[config.mk]
export PLATFORM = sky130hd
export DESIGN_NAME = text_terminal_grid_unit
export DESIGN_NICKNAME = d
export VERILOG_FILES = /design/src/design/ttg_pkg.sv /design/src/design/ttg_grid_store.sv /design/src/design/text_terminal_grid_unit.sv
export SDC_FILE = /design/constraint.sdc
export NUM_CORES = 1
export LEC_CHECK = 0
export ABC_CLOCK_PERIOD_IN_PS = 17650
export BUFFER_PORTS_ARGS = -buffer_cell sky130_fd_sc_hd__buf_2
export CAP_MARGIN = 15
export CORE_MARGIN = 1.5
export CORE_UTILIZATION = 62
export CTS_BUF_LIST = sky130_fd_sc_hd__clkbuf_4 sky130_fd_sc_hd__clkbuf_8
export DETAILED_ROUTE_END_ITERATION = 12
export PLACE_DENSITY_LB_ADDON = 0.2
export SYNTH_ARGS = -nofsm -noshare
export SYNTH_HDL_FRONTEND = slang
export SYNTH_SLANG_ARGS = --single-unit
[constraint.sdc]
create_clock -name clk -period 17.65 [get_ports clk]
set_input_delay 0.8825 -clock clk [delete_from_list [all_inputs] [get_ports clk]]
set_output_delay 0.8825 -clock clk [all_outputs]
set_load 0.005 [all_outputs]
[src/design/ttg_pkg.sv]
// ----------------------------------------------------------------------------
// ttg_pkg
// Shared types, constants and helpers for the text terminal grid.
// ----------------------------------------------------------------------------
package ttg_pkg;

    localparam int ROWS   = 4;
    localparam int COLS   = 16;
    localparam int ROW_W  = (ROWS > 1) ? $clog2(ROWS) : 1;
    localparam int COL_W  = (COLS > 1) ? $clog2(COLS) : 1;
    localparam int CELLS  = ROWS * COLS;
    localparam int ADDR_W = (CELLS > 1) ? $clog2(CELLS) : 1;
    localparam int CODE_W = 7;
    localparam int FROW_W = 2;
    localparam int FCOL_W = 4;

    localparam logic [7:0] CH_BS    = 8'd8;
    localparam logic [7:0] CH_LF    = 8'd10;
    localparam logic [7:0] CH_CR    = 8'd13;
    localparam logic [7:0] CH_DEL   = 8'd127;
    localparam logic [CODE_W-1:0] CODE_SPACE = 7'd32;
    localparam logic [CODE_W-1:0] CODE_BLANK = 7'd0;

    localparam logic FUNC_PUT  = 1'b0;
    localparam logic FUNC_READ = 1'b1;

    typedef struct packed {
        logic              func;
        logic [7:0]        char_code;
        logic [FROW_W-1:0] read_row;
        logic [FCOL_W-1:0] read_col;
    } ttg_cmd_t;

    typedef struct packed {
        logic [CODE_W-1:0] read_data;
        logic              cell_written;
        logic [FROW_W-1:0] write_row;
        logic [FCOL_W-1:0] write_col;
        logic [CODE_W-1:0] write_code;
        logic              scrolled;
        logic [FROW_W-1:0] cursor_row;
        logic [FCOL_W-1:0] cursor_col;
    } ttg_rsp_t;

    typedef struct packed {
        logic              wr_en;
        logic              rd_en;
        logic              scroll;
        logic [ROW_W-1:0]  row;
        logic [COL_W-1:0]  col;
        logic [CODE_W-1:0] wdata;
    } ttg_mem_ctl_t;

    typedef enum logic [2:0] {
        S_IDLE,
        S_DECODE,
        S_RD_WAIT,
        S_SRCH_RD,
        S_SRCH_CMP,
        S_SCROLL,
        S_DONE
    } ttg_state_t;

    function automatic logic [CODE_W-1:0] fold_code(input logic [7:0] ch);
        logic [7:0] c;
        c = ch;
        if (c >= 8'h61 && c <= 8'h7A)
        begin
            c = c - 8'h20;
        end
        if ((c >= 8'h30 && c <= 8'h39) || (c >= 8'h41 && c <= 8'h5A))
        begin
            return c[CODE_W-1:0];
        end
        return CODE_BLANK;
    endfunction

endpackage

[src/design/ttg_grid_store.sv]
// ----------------------------------------------------------------------------
// ttg_grid_store
// Cell memory with per-cell valid bits and a rotating top-row base, so a
// scroll is one base step plus clearing the valid bits of one row.
// ----------------------------------------------------------------------------
module ttg_grid_store (
    input  logic                                  clk,
    input  logic                                  rst_n,
    input  ttg_pkg::ttg_mem_ctl_t                 ctl,
    output logic [ttg_pkg::CODE_W-1:0]            rdata
);
    import ttg_pkg::*;

    logic [CODE_W-1:0] mem [CELLS];
    logic [CELLS-1:0]  valid_reg;
    logic [ROW_W-1:0]  base_reg;
    logic [CODE_W-1:0] rd_q_reg;
    logic              rd_vld_reg;
    logic [ROW_W:0]    row_sum;
    logic [ROW_W-1:0]  phys_row;
    logic [ADDR_W-1:0] addr;

    function automatic logic [ADDR_W-1:0] addr_of(input logic [ROW_W-1:0] r,
                                                   input logic [COL_W-1:0] c);
        return ADDR_W'(int'(r) * COLS + int'(c));
    endfunction

    always_comb
    begin
        row_sum = {1'b0, ctl.row} + {1'b0, base_reg};
        if (row_sum >= (ROW_W+1)'(ROWS))
        begin
            row_sum = row_sum - (ROW_W+1)'(ROWS);
        end
        phys_row = row_sum[ROW_W-1:0];
        addr     = addr_of(phys_row, ctl.col);
    end

    always_ff @(posedge clk)
    begin
        if (ctl.wr_en)
        begin
            mem[addr] <= ctl.wdata;
        end
        if (ctl.rd_en)
        begin
            rd_q_reg <= mem[addr];
        end
    end

    always_ff @(posedge clk or negedge rst_n)
    begin
        if (!rst_n)
        begin
            valid_reg  <= '0;
            base_reg   <= '0;
            rd_vld_reg <= 1'b0;
        end
        else
        begin
            if (ctl.rd_en)
            begin
                rd_vld_reg <= valid_reg[addr];
            end
            if (ctl.wr_en)
            begin
                valid_reg[addr] <= 1'b1;
            end
            if (ctl.scroll)
            begin
                for (int c = 0; c < COLS; c++)
                begin
                    valid_reg[addr_of(base_reg, COL_W'(c))] <= 1'b0;
                end
                base_reg <= (base_reg == ROW_W'(ROWS - 1)) ? '0 : base_reg + 1'b1;
            end
        end
    end

    assign rdata = rd_vld_reg ? rd_q_reg : CODE_SPACE;

endmodule

[src/design/text_terminal_grid_unit.sv]
// ----------------------------------------------------------------------------
// text_terminal_grid_unit
// Character-cell text grid with cursor: puts received bytes, reads cells.
// ----------------------------------------------------------------------------
//  channel | signals                      | role
//  cmd     | cmd_valid, cmd_ready, cmd    | put character or read cell
//  rsp     | rsp_valid, rsp_ready, rsp    | one result per command
//
//  One command at a time. Read: decode, read wait, done. Put or newline:
//  decode, scroll when the grid scrolls, done. Backspace from column 0 walks
//  the previous row from the right through the single memory read port.
//  Reset clears the grid by valid bits at once, so the block is ready right
//  after reset. A result waiting on rsp_ready does not block the next
//  command until that command's own result is due.
// ----------------------------------------------------------------------------
module text_terminal_grid_unit (
    input  logic              clk,
    input  logic              rst_n,
    input  logic              cmd_valid,
    output logic              cmd_ready,
    input  ttg_pkg::ttg_cmd_t cmd,
    output logic              rsp_valid,
    input  logic              rsp_ready,
    output ttg_pkg::ttg_rsp_t rsp
);
    import ttg_pkg::*;

    ttg_state_t        state_reg, state_next;
    ttg_cmd_t          cmd_reg, cmd_next;
    ttg_rsp_t          res_reg, res_next;
    ttg_rsp_t          out_reg, out_next;
    logic              out_valid_reg, out_valid_next;
    logic [ROW_W-1:0]  cur_row_reg, cur_row_next;
    logic [COL_W-1:0]  cur_col_reg, cur_col_next;
    logic [COL_W-1:0]  idx_reg, idx_next;
    ttg_mem_ctl_t      mem_ctl;
    logic [CODE_W-1:0] mem_rdata;
    logic              out_free;
    logic              rd_in_range;
    logic              is_bs;

    ttg_grid_store u_store (
        .clk   (clk),
        .rst_n (rst_n),
        .ctl   (mem_ctl),
        .rdata (mem_rdata)
    );

    assign out_free    = !out_valid_reg || rsp_ready;
    assign rd_in_range = (int'(cmd_reg.read_row) < ROWS) && (int'(cmd_reg.read_col) < COLS);
    assign is_bs       = (cmd_reg.char_code == CH_BS) || (cmd_reg.char_code == CH_DEL);

    // next state
    always_comb
    begin
        state_next = state_reg;
        unique case (state_reg)
            S_IDLE:
            begin
                if (cmd_valid)
                begin
                    state_next = S_DECODE;
                end
            end
            S_DECODE:
            begin
                if (cmd_reg.func == FUNC_READ)
                begin
                    state_next = rd_in_range ? S_RD_WAIT : S_DONE;
                end
                else if (cmd_reg.char_code == CH_CR)
                begin
                    state_next = S_DONE;
                end
                else if (cmd_reg.char_code == CH_LF)
                begin
                    state_next = (cur_row_reg == ROW_W'(ROWS - 1)) ? S_SCROLL : S_DONE;
                end
                else if (is_bs)
                begin
                    state_next = (cur_col_reg == '0 && cur_row_reg != '0) ? S_SRCH_RD : S_DONE;
                end
                else if (cur_col_reg == COL_W'(COLS - 1) && cur_row_reg == ROW_W'(ROWS - 1))
                begin
                    state_next = S_SCROLL;
                end
                else
                begin
                    state_next = S_DONE;
                end
            end
            S_RD_WAIT:  state_next = S_DONE;
            S_SRCH_RD:  state_next = S_SRCH_CMP;
            S_SRCH_CMP:
            begin
                if (mem_rdata != CODE_SPACE || idx_reg == '0)
                begin
                    state_next = S_DONE;
                end
                else
                begin
                    state_next = S_SRCH_RD;
                end
            end
            S_SCROLL:   state_next = S_DONE;
            S_DONE:
            begin
                if (out_free)
                begin
                    state_next = S_IDLE;
                end
            end
            default:    state_next = S_IDLE;
        endcase
    end

    // datapath and outputs
    always_comb
    begin
        cmd_next       = cmd_reg;
        res_next       = res_reg;
        out_next       = out_reg;
        out_valid_next = out_valid_reg;
        cur_row_next   = cur_row_reg;
        cur_col_next   = cur_col_reg;
        idx_next       = idx_reg;
        cmd_ready      = 1'b0;
        mem_ctl        = '0;

        if (out_valid_reg && rsp_ready)
        begin
            out_valid_next = 1'b0;
        end

        unique case (state_reg)
            S_IDLE:
            begin
                cmd_ready = 1'b1;
                if (cmd_valid)
                begin
                    cmd_next = cmd;
                    res_next = '0;
                end
            end
            S_DECODE:
            begin
                if (cmd_reg.func == FUNC_READ)
                begin
                    mem_ctl.rd_en = rd_in_range;
                    mem_ctl.row   = ROW_W'(cmd_reg.read_row);
                    mem_ctl.col   = COL_W'(cmd_reg.read_col);
                end
                else if (cmd_reg.char_code == CH_CR)
                begin
                end
                else if (cmd_reg.char_code == CH_LF)
                begin
                    cur_col_next = '0;
                    if (cur_row_reg != ROW_W'(ROWS - 1))
                    begin
                        cur_row_next = cur_row_reg + 1'b1;
                    end
                end
                else if (is_bs)
                begin
                    if (cur_col_reg != '0)
                    begin
                        cur_col_next          = cur_col_reg - 1'b1;
                        mem_ctl.wr_en         = 1'b1;
                        mem_ctl.row           = cur_row_reg;
                        mem_ctl.col           = cur_col_reg - 1'b1;
                        mem_ctl.wdata         = CODE_SPACE;
                        res_next.cell_written = 1'b1;
                        res_next.write_row    = FROW_W'(cur_row_reg);
                        res_next.write_col    = FCOL_W'(cur_col_reg - 1'b1);
                        res_next.write_code   = CODE_SPACE;
                    end
                    else if (cur_row_reg != '0)
                    begin
                        cur_row_next = cur_row_reg - 1'b1;
                        idx_next     = COL_W'(COLS - 1);
                    end
                end
                else
                begin
                    mem_ctl.wr_en         = 1'b1;
                    mem_ctl.row           = cur_row_reg;
                    mem_ctl.col           = cur_col_reg;
                    mem_ctl.wdata         = fold_code(cmd_reg.char_code);
                    res_next.cell_written = 1'b1;
                    res_next.write_row    = FROW_W'(cur_row_reg);
                    res_next.write_col    = FCOL_W'(cur_col_reg);
                    res_next.write_code   = fold_code(cmd_reg.char_code);
                    if (cur_col_reg == COL_W'(COLS - 1))
                    begin
                        cur_col_next = '0;
                        if (cur_row_reg != ROW_W'(ROWS - 1))
                        begin
                            cur_row_next = cur_row_reg + 1'b1;
                        end
                    end
                    else
                    begin
                        cur_col_next = cur_col_reg + 1'b1;
                    end
                end
            end
            S_RD_WAIT:
            begin
                res_next.read_data = mem_rdata;
            end
            S_SRCH_RD:
            begin
                mem_ctl.rd_en = 1'b1;
                mem_ctl.row   = cur_row_reg;
                mem_ctl.col   = idx_reg;
            end
            S_SRCH_CMP:
            begin
                if (mem_rdata != CODE_SPACE)
                begin
                    cur_col_next          = idx_reg;
                    mem_ctl.wr_en         = 1'b1;
                    mem_ctl.row           = cur_row_reg;
                    mem_ctl.col           = idx_reg;
                    mem_ctl.wdata         = CODE_SPACE;
                    res_next.cell_written = 1'b1;
                    res_next.write_row    = FROW_W'(cur_row_reg);
                    res_next.write_col    = FCOL_W'(idx_reg);
                    res_next.write_code   = CODE_SPACE;
                end
                else if (idx_reg == '0)
                begin
                    cur_col_next = '0;
                end
                else
                begin
                    idx_next = idx_reg - 1'b1;
                end
            end
            S_SCROLL:
            begin
                mem_ctl.scroll     = 1'b1;
                cur_row_next       = ROW_W'(ROWS - 1);
                cur_col_next       = '0;
                res_next.scrolled  = 1'b1;
                if (res_reg.write_row != '0)
                begin
                    res_next.write_row = res_reg.write_row - 1'b1;
                end
            end
            S_DONE:
            begin
                if (out_free)
                begin
                    out_next            = res_reg;
                    out_next.cursor_row = FROW_W'(cur_row_reg);
                    out_next.cursor_col = FCOL_W'(cur_col_reg);
                    out_valid_next      = 1'b1;
                end
            end
            default:
            begin
            end
        endcase
    end

    always_ff @(posedge clk or negedge rst_n)
    begin
        if (!rst_n)
        begin
            state_reg     <= S_IDLE;
            out_valid_reg <= 1'b0;
            cur_row_reg   <= '0;
            cur_col_reg   <= '0;
        end
        else
        begin
            state_reg     <= state_next;
            out_valid_reg <= out_valid_next;
            cur_row_reg   <= cur_row_next;
            cur_col_reg   <= cur_col_next;
        end
    end

    always_ff @(posedge clk)
    begin
        cmd_reg <= cmd_next;
        res_reg <= res_next;
        out_reg <= out_next;
        idx_reg <= idx_next;
    end

    assign rsp_valid = out_valid_reg;
    assign rsp       = out_reg;

endmodule
==> metrics.md <==
| Metric | Value |
|---|---|
| CP startpoint kind | `register` |
| Rel. slew slack | `0.287` |
| CP Data Required Time | `18.03 ns` |
| Flip-flop count of the largest register after layout | `448` |
| CTS Sinks | `601` |
| GR peak layer | `met2` |
| Share of cells above drive strength 1 | `0.173` |
| Slew Viols, Final | `0` |
| CTS tree | `done` |
| Number of synthesized flops with an enable pin | `524` |
| Cell Chain, Critical Path | `or4b_4 -> nor4_4 -> o21a_1 -> nand2_1 -> nand2_1 -> a21oi_1 -> a31o_2 -> ha_1 -> xor2_1 -> a311oi_1 -> a41oi_1 -> o21ai_0 -> nor3_2 -> nand3b_1 -> a31oi_1 -> nor4_1 -> nand3_1` |
| Synthesized Nets | `1566` |
| Multi-input gate area | `0.00573 mm^2` |
| Leak | `0.00930 uW` |
| Commonest non-fill, non-tap cell in the layout | `edfxtp_1` |
| Pin count of the biggest net entering global routing | `65` |
| Vias after detailed routing | `15.3k` |
| Met2 Use GR | `0.524` |
| Max Clock Skew | `0.0327 ns` |
| Yosys reg bits | `601` |
| Met1 Usage GRT | `0.469` |
| Highest-count cells in the layout ignoring fill and taps | `524 x edfxtp_1, 109 x nor2_1, 109 x a22oi_1` |
| Tcrit/Tclk final | `0.356` |
| Inserted Diodes | `0` |
| Post-CTS Hold Fix Bufs | `0` |
| Critical Path AT | `6.67 ns` |
| CORE AREA | `0.0377 mm^2` |
| Clock-pin slew on the worst setup and hold paths | `0.07 ns` |
| Num rows | `71` |
| Die Ht | `199 um` |
| Initial core utilization | `0.630` |
| Synth area leaders | `edfxtp_1 66%, dfrtp_1 8.1%, a22oi_1 3.4%` |
| Clock Path Buffers | `3` |
| Async SR Flop Fraction | `0.128` |
| Final min period | `6.29 ns` |
| Most used DFF post-synth | `edfxtp_1` |
| Post-Syn Instances | `1533` |
| Crit Path Max Fanout | `16` |
| Initial antenna violation count | `0` |
| Synth unique cells | `76` |
| Hold_ws | `0.101 ns` |
| HP Class | `in2async` |
| Global placement routability congestion | `0.940` |
| Seq/Total Area, Yosys | `0.744` |
| Total GRT Usage | `0.346` |
| Crit path top cell by count | `nand2_1` |
| Synth Warn # | `0` |
| Slowest CP cell | `nor4_1` |
| Global-route wire length before repair | `97300 um` |
| GR Util met3 | `0.0916` |
| Post-Route Setup TNS | `0 ns` |
| Critical path class | `reg2reg` |
| Status | `completed` |
| CTS root buf | `clkbuf_8` |
| Area delta synth->final | `11.7%` |
| Io pins | `49` |
| Vias in the first global route | `14.9k` |
| CTS resizes | `0` |
| Die width | `199 um` |
| Post-route ant nets | `0` |
| H-tree depth | `3` |
| DRT Pass-1 Iters | `6` |
| Worst-margin pin slew | `1.06 ns` |
| Biggest area consumer among synthesized cells | `edfxtp_1` |
| Nets | `1654` |
| Post-Syn Area per Cell | `15.5 um^2` |
| Mapped cell area | `0.0237 mm^2` |
| Share of the synthesized area in the top cell type | `0.663` |
| Pwr dens | `152 mW/mm^2` |
| DR WL/cell | `29.8 um` |
| FF+latch area | `0.0177 mm^2` |
| Hold Fails Final Rpt | `0` |
| Via/cell ratio | `6.93` |
| Port Buffers | `48` |
| Die area | `0.0395 mm^2` |
| # fillers | `2462` |
| Grt ovf | `0` |
| MaxCap Viol Count | `0` |
| Total CTS buffers | `94` |
| Worst Setup End Kind | `register` |
| Clock Latency Late Sink | `0.67 ns` |
| Largest stage delay, worst path | `0.86 ns` |
| Initial DRC Count | `2279` |
| RSZ-0062 raised after global routing | `no` |
| Final wirelength | `65900 um` |
| Post-DP HPWL | `39600 um` |
| Post-CTS Repair Setup Buffers | `0` |
| Fmax | `159 MHz` |
| VDD IR-drop max | `77.5 uV` |
| Residual DRC | `0` |
| Setup-failing EPs final | `0` |
-- per-layer routing --
layer / vias to the layer above / share of wire
met2: 1164 / 0.46
met3: 206 / 0.13
met1: 7594 / 0.37
li1: 6349 / -
met5: - / 0
met4: 0 / 0.048
-- layout make-up --
cell class              instances  share of cell area
flip-flops and latches        601               0.666
well taps                     511              0.0241
inverters                      17             0.00241
multi-input cells             827               0.216
clock inverters                43              0.0118
clock buffers                 132              0.0612
repair buffers                 80              0.0182
-- synthesized netlist by cell type, types with 14 or more instances --
| cell | instances |
|---|---|
| nor3_1 | 15 |
| mux2i_1 | 23 |
| o21ai_0 | 31 |
| o21a_1 | 67 |
| a22o_1 | 45 |
| a31oi_1 | 45 |
| buf_2 | 27 |
| inv_1 | 16 |
| a22oi_1 | 109 |
| nor2_1 | 110 |
| a21oi_1 | 36 |
| clkbuf_1 | 47 |
| and2_1 | 14 |
| ha_1 | 14 |
| nand2_1 | 80 |
| a221oi_1 | 44 |
| dfrtp_1 | 77 |
| edfxtp_1 | 524 |
-- path summary, 6_finish.rpt --
kind	start	to	slack, ns	cells past startpoint
min in group clk	cmd[6]	cmd_reg[6]$_DFFE_PP_	0.38	1
worst max-delay path	cmd_reg[11]$_DFFE_PP_	u_store.rd_q_reg[0]$_DFFE_PP_	11.36	17
worst min-delay path	rst_n	rsp_valid$_DFF_PN0_	0.10	1
worst min register to register	res_reg[24]$_SDFFCE_PN0P_	rsp[24]$_DFFE_PP_	0.42	0
worst max register to register	cmd_reg[11]$_DFFE_PP_	u_store.rd_q_reg[0]$_DFFE_PP_	11.36	17
max in group asynchronous	rst_n	u_store.valid_reg[28]$_DFF_PN0_	16.25	2
-- power by group --
part | internal, uW | switching, uW | total (uW)
clock network | 656 | 543 | 1200
registers | 1700 | 95.2 | 1800
logic | 324 | 722 | 1050
-- kinds of logic after synthesis --
| group | share of synthesized area |
|---|---|
| compound gates | 0.147 |
| xor+xnor | 0.00258 |
| fa+ha+maj | 0.00738 |
| buf+inv | 0.0188 |
| flops | 0.744 |
| mux | 0.0159 |
| simple gates | 0.0641 |
-- critical path: cells and delay by family, from the launching register on --
family	cells	cell delay, ns
simple gates	8	3.69
compound gates	7	1.34
flops	1	0.51
xor+xnor	1	0.26
fa+ha+maj	1	0.18
-- through the flow --
stage | setup slack, ns | instances | util | power, uW | area [um^2]
3_3_place_gp | 11.57 | 2036 | 0.653 | 2810 | 24600
6_report | 11.36 | 2211 | 0.704 | 4040 | 26500
3_5_place_dp | 11.54 | 2036 | 0.653 | 2830 | 24600
5_1_grt | 11.00 | 2211 | 0.704 | 4170 | 26500
2_1_floorplan | 11.98 | 1533 | - | 2430 | 23700
4_1_cts | 11.49 | 2211 | 0.704 | 4020 | 26500
(Power assumes the default switching activity.)
